**src/rtl/rv64im_execute_unit_macros.svh**
```systemverilog
// Assertion macros shared by the execute unit RTL.
// Each check samples on the rising edge of clk.
`ifndef RV64IM_EXECUTE_UNIT_MACROS_SVH
`define RV64IM_EXECUTE_UNIT_MACROS_SVH
`ifndef SYNTHESIS
`define RV64IM_ASSERT(lbl, prop, msg) \
	lbl: assert property (@(posedge clk) disable iff (!arst_n) prop) else $error(msg);
`define RV64IM_ASSERT_ALWAYS(lbl, prop, msg) \
	lbl: assert property (@(posedge clk) prop) else $error(msg);
`else
`define RV64IM_ASSERT(lbl, prop, msg)
`define RV64IM_ASSERT_ALWAYS(lbl, prop, msg)
`endif
`endif

```
**src/rtl/rv64ex_pkg.sv**
```systemverilog
`timescale 1ns / 1ps
package rv64ex_pkg;

	// major opcodes, instruction bits [6:2]
	localparam logic [4:0] OP_REG    = 5'b01100;
	localparam logic [4:0] OP_REG32  = 5'b01110;
	localparam logic [4:0] OP_IMM    = 5'b00100;
	localparam logic [4:0] OP_IMM32  = 5'b00110;
	localparam logic [4:0] OP_LOAD   = 5'b00000;
	localparam logic [4:0] OP_STORE  = 5'b01000;
	localparam logic [4:0] OP_BRANCH = 5'b11000;
	localparam logic [4:0] OP_AUIPC  = 5'b00101;
	localparam logic [4:0] OP_LUI    = 5'b01101;
	localparam logic [4:0] OP_JAL    = 5'b11011;
	localparam logic [4:0] OP_JALR   = 5'b11001;
	localparam logic [4:0] OP_SYSTEM = 5'b11100;

	localparam logic [31:0] INSN_EBREAK = 32'h0010_0073;
	localparam logic [4:0]  REG_A0      = 5'd10;

	localparam logic [1:0] MEM_NONE  = 2'd0;
	localparam logic [1:0] MEM_LOAD  = 2'd1;
	localparam logic [1:0] MEM_STORE = 2'd2;

	localparam logic [1:0] ST_NORMAL  = 2'd0;
	localparam logic [1:0] ST_HALT    = 2'd1;
	localparam logic [1:0] ST_ILLEGAL = 2'd2;

	// multiply/divide unit operations
	localparam logic [1:0] MD_MUL = 2'd0;
	localparam logic [1:0] MD_DIV = 2'd1;
	localparam logic [1:0] MD_REM = 2'd2;

	typedef struct packed {
		logic        command;
		logic [31:0] instruction;
		logic [63:0] pc;
		logic [63:0] load_data;
	} in_t;

	typedef struct packed {
		logic [63:0] next_pc;
		logic [1:0]  mem_op;
		logic [63:0] mem_addr;
		logic [1:0]  mem_size;
		logic [63:0] store_data;
		logic [1:0]  status;
		logic [63:0] halt_code;
		logic        wb_valid;
		logic [4:0]  wb_index;
		logic [63:0] wb_value;
	} out_t;

	typedef struct packed {
		logic        start;
		logic [1:0]  op;
		logic        sgn;
		logic [63:0] a;
		logic [63:0] b;
	} md_req_t;

	typedef struct packed {
		logic        done;
		logic [63:0] result;
	} md_rsp_t;

	typedef struct packed {
		logic       valid;
		logic [4:0] dest;
		logic [1:0] size;
		logic       sgn;
	} pend_t;

	typedef struct packed {
		out_t    out;
		md_req_t md;
		logic    word;
		logic    pend_wr;
		pend_t   pend_nxt;
	} exec_t;

	function automatic logic [63:0] sx32(input logic [63:0] v);
		return {{32{v[31]}}, v[31:0]};
	endfunction

endpackage

```
**src/rtl/rv64ex_regfile.sv**
```systemverilog
`timescale 1ns / 1ps
module rv64ex_regfile import rv64ex_pkg::*; #(
	parameter int REG_COUNT = 32
) (
	input  logic        clk,
	input  logic        arst_n,
	input  logic        ren,
	input  logic [4:0]  ra_addr,
	input  logic [4:0]  rb_addr,
	output logic [63:0] ra_data,
	output logic [63:0] rb_data,
	input  logic        we,
	input  logic [4:0]  waddr,
	input  logic [63:0] wdata
);

	localparam int AW = $clog2(REG_COUNT);

	logic [63:0]          mem [REG_COUNT];
	logic [REG_COUNT-1:0] valid_q;
	logic [63:0]          ra_q, rb_q;
	logic                 ra_ok_q, rb_ok_q;
	logic                 ra_in, rb_in, w_in;

	// x0 and registers beyond the implemented count read as zero
	assign ra_in = (ra_addr != 5'd0) && ({1'b0, ra_addr} < 6'(REG_COUNT));
	assign rb_in = (rb_addr != 5'd0) && ({1'b0, rb_addr} < 6'(REG_COUNT));
	assign w_in  = (waddr != 5'd0) && ({1'b0, waddr} < 6'(REG_COUNT));

	// storage array, synchronous read
	always_ff @(posedge clk) begin
		if (we && w_in) begin
			mem[waddr[AW-1:0]] <= wdata;
		end
		if (ren) begin
			ra_q <= mem[ra_addr[AW-1:0]];
			rb_q <= mem[rb_addr[AW-1:0]];
		end
	end

	// written flags stand in for the all-zero reset contents
	always_ff @(posedge clk or negedge arst_n) begin
		if (!arst_n) begin
			valid_q <= '0;
			ra_ok_q <= 1'b0;
			rb_ok_q <= 1'b0;
		end else begin
			if (we && w_in) begin
				valid_q[waddr[AW-1:0]] <= 1'b1;
			end
			if (ren) begin
				ra_ok_q <= ra_in && valid_q[ra_addr[AW-1:0]];
				rb_ok_q <= rb_in && valid_q[rb_addr[AW-1:0]];
			end
		end
	end

	assign ra_data = ra_ok_q ? ra_q : 64'd0;
	assign rb_data = rb_ok_q ? rb_q : 64'd0;

endmodule

```
**config.mk**
```make
export PLATFORM = sky130hd
export DESIGN_NAME = rv64ex_regfile
export DESIGN_NICKNAME = d
export VERILOG_FILES = /design/src/rtl/rv64im_execute_unit_macros.svh /design/src/rtl/rv64ex_pkg.sv /design/src/rtl/rv64ex_regfile.sv
export SDC_FILE = /design/constraint.sdc
export NUM_CORES = 2
export LEC_CHECK = 0
export BUFFER_PORTS_ARGS = -buffer_cell sky130_fd_sc_hd__buf_2
export CAP_MARGIN = 15
export CORE_ASPECT_RATIO = 0.6
export CORE_UTILIZATION = 30
export DETAILED_ROUTE_END_ITERATION = 7
export GPL_TIMING_DRIVEN = 0
export PLACE_DENSITY_LB_ADDON = 0.12
export SLEW_MARGIN = 0
export SYNTH_ARGS = -nofsm -noshare
export SYNTH_HDL_FRONTEND = slang
export SYNTH_SLANG_ARGS = --single-unit
```
**constraint.sdc**
```tcl
create_clock -name clk -period 4.5 [get_ports clk]
set_input_delay 0.45 -clock clk [delete_from_list [all_inputs] [get_ports clk]]
set_output_delay 0.45 -clock clk [all_outputs]
set_load 0.1 [all_outputs]
```
==> results.ini <==
[outcome]
status = complete, no violations

[floorplanning]
placementRows = 163
core_um2 = 330000
fp.dieW_um = 746
die_h_um = 448
start_util = 0.302
ios = 211
die_area_um2 = 335000

[placement]
dp_cells = 9153
port_buffers = 202
place_congestion = 0.747
post-dp-hpwl_mm = 263
placed_cell_area_um2 = 110000

[synthesis]
synth-seq-cells = 2210
yosys.area.top_type = edfxtp_1
synthesis.area_um2 = 99700
syn_inst = 4336
yosys_warnings = 0
synthTopCellsByCount = edfxtp_1, mux4_2, nand2_1, clkbuf_1, and2_1
synthFlopType = edfxtp_1
synth_edf_count = 2176
synth_top_area_frac = 0.656
synth_cell_type_count = 33
ys_seq_area_frac = 0.664
synth_most_common_cell = edfxtp_1
synth_async_sr_flop_share = 0.0154
avgSynthCellArea_um2 = 23.0
synth_area_leaders = edfxtp_1, mux4_2, dfrtp_1

[final_layout]
area_growth_pct = 18.0
finalInstanceArea_um2 = 118000
fin_nets = 5124
final_cells = 9597
nFillCells = 30300
drive_gt1_frac = 0.433

[route]
ant_nets = 0
wl_mm = 371
first_iter_violations = 7372
drc = 0
post_drt_wl_per_cell_um = 38.7
avgViaCountPerCell = 5.65
dr.pass1.iters = 6
vias = 54200

[timing]
finalSetupViolations = 0
relSlewSlack = 0.115
hold_violations = 0
finalSetupTns_ps = 0
tightestPinTransition_ps = 1330
clock-skew-final_ps = 73.1
period_share = 0.890
finalMaxSlewViolations = 0
period_minus_slack_ps = 4010
rsz0062_at_grt = no
clock.fmax_mhz = 250

[setup_path]
startpoint_type = register
reg2reg_depth = 4
crit_type = reg -> out
path_delay_family = buffers and inverters
regToRegSetupSlack_ps = 2320
cp_slowest_stage_delay_ps = 530
r2r-end = ra_q[34]
arrival_ps = 3560
cp_data_required_time_ps = 4050
critPathSlowestCell = clkbuf_2
crit_buf_inv = 4
worst-path-max-fanout = 10
timing.rr.start = mem[16][34]
crit_chain = clkbuf_2 > buf_12 > clkbuf_1 > and2_1 > buf_2
critical_path.endpoint_type = output pin

[worst_hold_path]
worstHoldEndpoint = mem[8][47]
whs_path_depth = 1
worst_hold_path_type = in -> reg
hp-start = wdata[47]

[clock_tree]
post_cts_resized = 0
clk_pin_slew_worst_paths_ps = 60
cts-root-buf = clkbuf_16
cts_tree = built
ctsHoldBuffers = 17
postCtsSetupBuffers = 0
clock_sinks = 2210
numCtsBuffers = 230
cts.path.max_buffers = 4
h-tree-depth = 4
clkLatencyLatePin_ps = 950

[grt]
grt_pass1_wl_mm = 498
antenna_found_initial = 47
grt_start_max_net_pins = 85
grt-ovfl-total = 0
grt_pass1_vias = 54100
grt_usage = 0.220

[pwr]
finalPower_mw = 47.7
power.leakage_nw = 36.8
powerDensity_nw_per_um2 = 405
vdd_drop_max_v = 0.000316

[run]
max_cap_violations = 0

[sequential cells by signal, summed over array words and instances (netlist names)]
| register | count |
|---|---|
| mem | 2048 |
| ra_ok_q | 1 |
| rb_q | 64 |
| valid_q | 32 |
| rb_ok_q | 1 |
| ra_q | 64 |
[routing by layer]
| metal | vias to the layer above | global-route usage | routed length [µm] |
|---|---|---|---|
| met4 | 10 | 0.0512 | 9010 |
| met1 | 30700 | 0.339 | 174000 |
| li1 | 20500 | - | - |
| met3 | 421 | 0.0474 | 30700 |
| met2 | 2526 | 0.317 | 158000 |
| met5 | - | 0 | 66 |
[logic make-up (layout without fill, tap and decap cells)]
family                 Yosys count  count (layout)  share of synthesized area
AO/OA/AOI/OAI                   12              12                   0.000992
buffers and inverters          331            1143                     0.0144
flip-flops                    2210            2210                      0.664
multiplexers                  1366            1366                      0.300
other                            1              78                  0.0000376
AND/OR/NAND/NOR                416             416                     0.0204
[through the flow]
stage | utilization | hold WS, ps | worst slack (ps)
2_1_floorplan | - | 154 | 331
3_3_place_gp | 0.323 | 438 | -6580
3_5_place_dp | 0.335 | 455 | 226
4_1_cts | 0.356 | 0.206 | 281
5_1_grt | 0.357 | 57.0 | 333
6_report | 0.357 | 71.2 | 495
[layout by cell type (no fill, tap or decap), types with 35 or more instances in the layout]
cell type  count
conb_1        64
and2_1       128
clkbuf_16    231
buf_8         48
clkinv_2      35
mux2_2        68
clkinv_1      45
buf_12       121
nand2_1      196
mux4_2      1291
buf_2        300
clkbuf_1     229
edfxtp_1    2176
[worst register-to-register path, stage by stage (launching register included)]
cell,delay (ps)
edfxtp_1,400
mux4_2,510
mux4_2,570
nand2_1,200
nand2_1,220
[area by class of cell]
type                            count  area [µm²]  share of cell area
Tap cell                         4372        5470              0.0465
Timing Repair Buffer              410        4940              0.0420
Clock inverter                    110         942             0.00801
Multi-Input combinational cell   1858       32500               0.277
Antenna cell                       14        35.0            0.000298
Clock buffer                      292        6020              0.0512
Buffer                            329        1460              0.0124
Sequential cell                  2210       66200               0.563
Inverter                            2        7.51           0.0000638
[how the worst max path moves through the flow]
stage / startpoint / depth (start not counted) / end / slack, ps
final: rb_ok_q / 5 / rb_data[56] / 490
after global routing: rb_ok_q / 5 / rb_data[57] / 330
after global placement: waddr[3] / 4 / valid_q[1] / -6580
after detailed placement: ra_addr[0] / 7 / ra_q[29] / 230
after CTS: rb_ok_q / 5 / rb_data[57] / 280
after floorplan: waddr[3] / 2 / mem[18][0] / 330
[power breakdown]
group	internal, mW	total (mW)	switching [mW]	leakage [nW]
Sequential	23.1	23.3	0.181	20.2
Clock	10.2	18.7	8.46	3.39
Combinational	1.97	5.73	3.76	13.3
Total	35.3	47.7	12.4	36.8
Power figures use the tool's default switching activity.
