--- config.mk ---
export PLATFORM = sky130hd
export DESIGN_NAME = rv64ex_muldiv
export DESIGN_NICKNAME = d
export VERILOG_FILES = /design/src/rtl/rv64ex_pkg.sv /design/src/rtl/rv64ex_muldiv.sv
export VERILOG_INCLUDE_DIRS = /design/src /design/src/rtl
export SDC_FILE = /design/constraint.sdc
export NUM_CORES = 2
export LEC_CHECK = 0
export BUFFER_PORTS_ARGS = -buffer_cell sky130_fd_sc_hd__buf_4
export CAP_MARGIN = 0
export CORE_ASPECT_RATIO = 1.4
export CORE_MARGIN = 2
export CORE_UTILIZATION = 50
export DETAILED_ROUTE_END_ITERATION = 8
export PLACE_DENSITY = 0.76
export SYNTH_ARGS = -nofsm -noshare
export SYNTH_HDL_FRONTEND = slang
export SYNTH_SLANG_ARGS = --single-unit
--- constraint.sdc ---
create_clock -name clk -period 18.9 [get_ports clk]
set_input_delay 3.78 -clock clk [delete_from_list [all_inputs] [get_ports clk]]
set_output_delay 3.78 -clock clk [all_outputs]
set_load 0.01 [all_outputs]
--- src/rtl/rv64im_execute_unit_macros.svh ---
// Assertion macros shared by the execute unit RTL.
// Each check samples on the rising edge of clk.
`ifndef RV64IM_EXECUTE_UNIT_MACROS_SVH
`define RV64IM_EXECUTE_UNIT_MACROS_SVH
`ifndef SYNTHESIS
`define RV64IM_ASSERT(lbl, prop, msg) \
	lbl: assert property (@(posedge clk) disable iff (!arst_n) prop) else $error(msg);
`define RV64IM_ASSERT_ALWAYS(lbl, prop, msg) \
	lbl: assert property (@(posedge clk) prop) else $error(msg);
`else
`define RV64IM_ASSERT(lbl, prop, msg)
`define RV64IM_ASSERT_ALWAYS(lbl, prop, msg)
`endif
`endif

--- src/rtl/rv64ex_pkg.sv ---
`timescale 1ns / 1ps
package rv64ex_pkg;

	// major opcodes, instruction bits [6:2]
	localparam logic [4:0] OP_REG    = 5'b01100;
	localparam logic [4:0] OP_REG32  = 5'b01110;
	localparam logic [4:0] OP_IMM    = 5'b00100;
	localparam logic [4:0] OP_IMM32  = 5'b00110;
	localparam logic [4:0] OP_LOAD   = 5'b00000;
	localparam logic [4:0] OP_STORE  = 5'b01000;
	localparam logic [4:0] OP_BRANCH = 5'b11000;
	localparam logic [4:0] OP_AUIPC  = 5'b00101;
	localparam logic [4:0] OP_LUI    = 5'b01101;
	localparam logic [4:0] OP_JAL    = 5'b11011;
	localparam logic [4:0] OP_JALR   = 5'b11001;
	localparam logic [4:0] OP_SYSTEM = 5'b11100;

	localparam logic [31:0] INSN_EBREAK = 32'h0010_0073;
	localparam logic [4:0]  REG_A0      = 5'd10;

	localparam logic [1:0] MEM_NONE  = 2'd0;
	localparam logic [1:0] MEM_LOAD  = 2'd1;
	localparam logic [1:0] MEM_STORE = 2'd2;

	localparam logic [1:0] ST_NORMAL  = 2'd0;
	localparam logic [1:0] ST_HALT    = 2'd1;
	localparam logic [1:0] ST_ILLEGAL = 2'd2;

	// multiply/divide unit operations
	localparam logic [1:0] MD_MUL = 2'd0;
	localparam logic [1:0] MD_DIV = 2'd1;
	localparam logic [1:0] MD_REM = 2'd2;

	typedef struct packed {
		logic        command;
		logic [31:0] instruction;
		logic [63:0] pc;
		logic [63:0] load_data;
	} in_t;

	typedef struct packed {
		logic [63:0] next_pc;
		logic [1:0]  mem_op;
		logic [63:0] mem_addr;
		logic [1:0]  mem_size;
		logic [63:0] store_data;
		logic [1:0]  status;
		logic [63:0] halt_code;
		logic        wb_valid;
		logic [4:0]  wb_index;
		logic [63:0] wb_value;
	} out_t;

	typedef struct packed {
		logic        start;
		logic [1:0]  op;
		logic        sgn;
		logic [63:0] a;
		logic [63:0] b;
	} md_req_t;

	typedef struct packed {
		logic        done;
		logic [63:0] result;
	} md_rsp_t;

	typedef struct packed {
		logic       valid;
		logic [4:0] dest;
		logic [1:0] size;
		logic       sgn;
	} pend_t;

	typedef struct packed {
		out_t    out;
		md_req_t md;
		logic    word;
		logic    pend_wr;
		pend_t   pend_nxt;
	} exec_t;

	function automatic logic [63:0] sx32(input logic [63:0] v);
		return {{32{v[31]}}, v[31:0]};
	endfunction

endpackage

--- src/rtl/rv64ex_muldiv.sv ---
`timescale 1ns / 1ps
module rv64ex_muldiv import rv64ex_pkg::*; (
	input  logic    clk,
	input  logic    arst_n,
	input  md_req_t req,
	output md_rsp_t rsp
);

	logic        busy_q, is_mul_q, is_rem_q, neg_q_q, neg_r_q, zero_q, done_q;
	logic [6:0]  cnt_q;
	logic [63:0] x_q, y_q, acc_q, a_q, res_q;
	logic [63:0] rem_q, quo_q, div_q;
	logic [31:0] mop_a, mop_b;
	logic [63:0] prod;
	logic [64:0] trial;
	logic        na, nb;
	logic [63:0] ua, ub;
	logic [63:0] q_fix, r_fix;

	assign na = req.sgn && req.a[63];
	assign nb = req.sgn && req.b[63];
	assign ua = na ? (64'd0 - req.a) : req.a;
	assign ub = nb ? (64'd0 - req.b) : req.b;

	// one 32x32 multiplier, used for three partial products in turn
	always_comb begin
		case (cnt_q[1:0])
			2'd0: begin
				mop_a = x_q[31:0];
				mop_b = y_q[31:0];
			end
			2'd1: begin
				mop_a = x_q[31:0];
				mop_b = y_q[63:32];
			end
			default: begin
				mop_a = x_q[63:32];
				mop_b = y_q[31:0];
			end
		endcase
	end
	assign prod = {32'd0, mop_a} * {32'd0, mop_b};

	// restoring divide step
	assign trial = {rem_q, quo_q[63]} - {1'b0, div_q};

	assign q_fix = zero_q ? '1 : (neg_q_q ? (64'd0 - quo_q) : quo_q);
	assign r_fix = zero_q ? a_q : (neg_r_q ? (64'd0 - rem_q) : rem_q);

	always_ff @(posedge clk) begin
		if (req.start) begin
			x_q     <= req.a;
			y_q     <= req.b;
			a_q     <= req.a;
			quo_q   <= ua;
			rem_q   <= '0;
			div_q   <= ub;
			neg_q_q <= na ^ nb;
			neg_r_q <= na;
			zero_q  <= (req.b == 64'd0);
			is_rem_q <= (req.op == MD_REM);
		end else if (busy_q) begin
			if (is_mul_q) begin
				if (cnt_q == 7'd0) begin
					acc_q <= prod;
				end else begin
					acc_q <= acc_q + {prod[31:0], 32'd0};
				end
				if (cnt_q == 7'd2) begin
					res_q <= acc_q + {prod[31:0], 32'd0};
				end
			end else if (cnt_q == 7'd64) begin
				res_q <= is_rem_q ? r_fix : q_fix;
			end else if (!trial[64]) begin
				rem_q <= trial[63:0];
				quo_q <= {quo_q[62:0], 1'b1};
			end else begin
				rem_q <= {rem_q[62:0], quo_q[63]};
				quo_q <= {quo_q[62:0], 1'b0};
			end
		end
	end

	// sequencing
	always_ff @(posedge clk or negedge arst_n) begin
		if (!arst_n) begin
			busy_q   <= 1'b0;
			is_mul_q <= 1'b0;
			cnt_q    <= '0;
			done_q   <= 1'b0;
		end else begin
			done_q <= 1'b0;
			if (req.start) begin
				busy_q   <= 1'b1;
				is_mul_q <= (req.op == MD_MUL);
				cnt_q    <= '0;
			end else if (busy_q) begin
				cnt_q <= cnt_q + 7'd1;
				if ((is_mul_q && cnt_q == 7'd2) || (!is_mul_q && cnt_q == 7'd64)) begin
					busy_q <= 1'b0;
					done_q <= 1'b1;
				end
			end
		end
	end

	assign rsp.done   = done_q;
	assign rsp.result = res_q;

	`include "rv64im_execute_unit_macros.svh"
	`RV64IM_ASSERT(a_md_no_restart, busy_q |-> !req.start, "muldiv restarted while busy")
	`RV64IM_ASSERT(a_md_done_end, done_q |-> $past(busy_q) && !busy_q, "done without a run")
	`RV64IM_ASSERT(a_md_cnt_range, busy_q |-> (cnt_q <= 7'd64), "muldiv counter overran")

endmodule

==> impl_metrics.toml <==
[clocking]
numCtsBuffers = 41
cts_tree = "done"
cts.clk_slew.worst_paths_ns = 0.08
cts-root-buf = "clkbuf_16"
cts_buffer_depth = 3
clock-sinks = 461
ctsResizeCount = 0
post_cts_buffers = 0
cts_hold_buf = 0
clkLatencyLatePin_ns = 0.62
htreeDepth = 2

[timing]
grt_setup_unrepaired = "false"
tns_ns = 0
hold_ws_ns = 0.531
report.final.slew_viol_count = 0
timing.final.crit_share = 0.620
period_needed_ns = 11.71
clock.fmax_ghz = 0.0854
worst_pin_slew_ns = 1.35
finClkSkew_ns = 0.0543
hold_viol_final = 0
slew_headroom = 0.0741
setup_viol = 0

[global_routing]
overflow = 0
track_usage = 0.368
grt_pass1_vias = 53400
grt_max_degree = 103
grt_pass1_wl_um = 340000
antenna_found_initial = 13

[setup_path]
arrival_ns = 12.08
path_max_fanout = 63
required_ns = 19.27
crit_path_end_kind = "flip-flop"
cp_common_cell = "fa_1"
worstSetupPathType = "reg -> reg"
worst_setup_path_start_kind = "flip-flop"
critical-path-slowest-cell = "mux2i_1"
slowest_delay_ns = 1.17

[logic_synthesis]
synth_warnings = 0
synth-seq-area-share = 0.213
ys_seq_elements = 461
synth_edf_count = 387
async_flop_share = 0.0217
syn_inst = 6782
syn_area_um2 = 61800
synth_nets = 8182
yosys_most_used_dff = "edfxtp_1"
syn_area_per_cell_um2 = 9.11
synth_cell_types = 83

[cells_and_area]
fin_nets = 8185
fill_cells = 11000
final_layout_size_suffix_gt1_frac = 0.0725
final_cells = 8441
fin_util = 0.541
syn_to_final_growth_pct = 7.35

[floorplan]
start_util = 0.504
fp.dieArea_um2 = 126000
rows = 152
boundaryPins = 199
core_area_um2 = 123000
die_h_um = 420
die_w_um = 301

[routing]
drtIter0Drc = 5079
vias = 51700
dr.pass1.iters = 9
wl_um = 232000
route.detailed.drc = 2
postRouteAntennaNets = 0
drt-vias-per-instance = 6.13
wl_per_cell_um = 27.4

[placed_design]
dp_cells = 8359
place.detailed.hpwl_um = 187000
gp_congestion = 1.05
numPortBuffers = 198

[hold_path]
hold_class = "reg -> reg"

[outcome]
status = "finished, violations left"
violations = "DRC"

[flow_run]
cap_violations = 0
==> layout by cell type (no fill, tap or decap), types with 29 or more instances in the layout <==
cell	n
nand2_1	986
inv_1	973
fa_1	898
nor2_1	620
edfxtp_1	387
ha_1	367
o21ai_0	306
a21oi_1	305
buf_4	286
xnor2_1	198
xor2_1	183
mux2i_1	110
a21o_1	98
mux2_2	70
nor3_1	66
dfxtp_1	64
and2_1	61
o31ai_1	58
nand3_1	54
nand4_1	46
or3_1	43
o22ai_1	43
clkbuf_16	42
a31oi_1	41
nor2b_1	36
or4_1	36
nor4_1	33
o41ai_1	30
o21bai_1	29
==> cells in the mapped netlist (all sizes together) (25+ instances only) <==
cell type,number,share of area
ha,368,0.074
o41ai,34,0.0055
fa,898,0.29
nor2b,36,0.0036
xor2,183,0.026
o21ai,308,0.025
o22ai,43,0.0044
and2,66,0.0067
nand2,987,0.060
or4,40,0.0051
inv,975,0.059
xnor2,198,0.028
nand2b,28,0.0028
clkbuf,292,0.018
mux2i,128,0.021
nor4,34,0.0037
and3,25,0.0026
a31oi,41,0.0041
buf,35,0.0024
nand3,55,0.0045
dfxtp,64,0.021
a21oi,305,0.025
a21o,98,0.012
mux2,70,0.013
o21bai,29,0.0035
o31ai,58,0.0070
or3,44,0.0045
nor3,67,0.0054
nor2,622,0.038
nand4,47,0.0049
edfxtp,387,0.19
==> cell families (layout without fill, tap and decap cells) <==
family          after synthesis  in the layout  share of synthesized area
buf+inv                    1304           1340                     0.0794
fa+ha+maj                  1266           1266                      0.365
simple gates               2106           2106                      0.148
other cells                   0              6                          0
xor+xnor                    382            382                     0.0543
mux                         198            198                     0.0335
flops                       461            461                      0.213
compound gates             1065           1065                      0.106
==> stage by stage <==
| step | instance area, um2 | setup slack (ns) |
|---|---|---|
| 6_report | 66400 | 7.19 |
| 5_1_grt | 66300 | 6.65 |
| 4_1_cts | 66300 | 7.35 |
| 3_5_place_dp | 65000 | 7.38 |
| 3_3_place_gp | 65000 | 7.38 |
| 2_1_floorplan | 61800 | 8.70 |
==> routing by layer <==
layer,up-vias,GRT usage,part of all wire
met5,-,0,0.00024
met4,8,0.348,0.12
met3,994,0.0691,0.085
met2,2988,0.616,0.48
met1,25600,0.389,0.32
li1,22100,-,-
==> critical path, delay by kind of cell (launching register included) <==
kind            cells  cell delay, ns
compound gates      8            2.06
xor+xnor            2            0.63
fa+ha+maj          11            5.05
buf+inv             6            1.05
flops               1            0.48
mux                 1            1.17
simple gates        6            0.96
==> cell type report <==
type                       count  area (um2)  area share
clock inverter                27         288     0.00434
antenna                        6        15.0    0.000226
clock buffer                  49        1100      0.0165
inverter                     977        3670      0.0553
sequential                   461       13200       0.198
tap                         1617        2020      0.0305
multi-input combinational   5017       43900       0.662
timing repair buffer         287        2160      0.0326
==> path summary, 6_finish.rpt <==
kind	startpoint	endpoint	slack [ns]	cells past startpoint
worst max-delay path	cnt_q[0]$_DFFE_PN0P_	res_q[61]$_DFFE_PP_	7.19	34
worst min-delay path	rem_q[20]$_SDFFE_PP0P_	rem_q[20]$_SDFFE_PP0P_	0.53	2
worst max register to register	cnt_q[0]$_DFFE_PN0P_	res_q[61]$_DFFE_PP_	7.19	34
worst min register to register	rem_q[20]$_SDFFE_PP0P_	rem_q[20]$_SDFFE_PP0P_	0.53	2
max in group asynchronous	arst_n	is_mul_q$_DFFE_PN0P_	15.67	1
min in group asynchronous	arst_n	is_mul_q$_DFFE_PN0P_	3.02	1
==> state kept, by name (all words and copies together) (netlist names), 7 cells and up <==
signal  count
res_q      64
y_q        64
acc_q      64
a_q        64
rem_q      64
cnt_q       7
div_q      63
quo_q      64
Power is not shown: default switching activity piles up to over one toggle a cycle in this logic, so the estimate is an artifact.
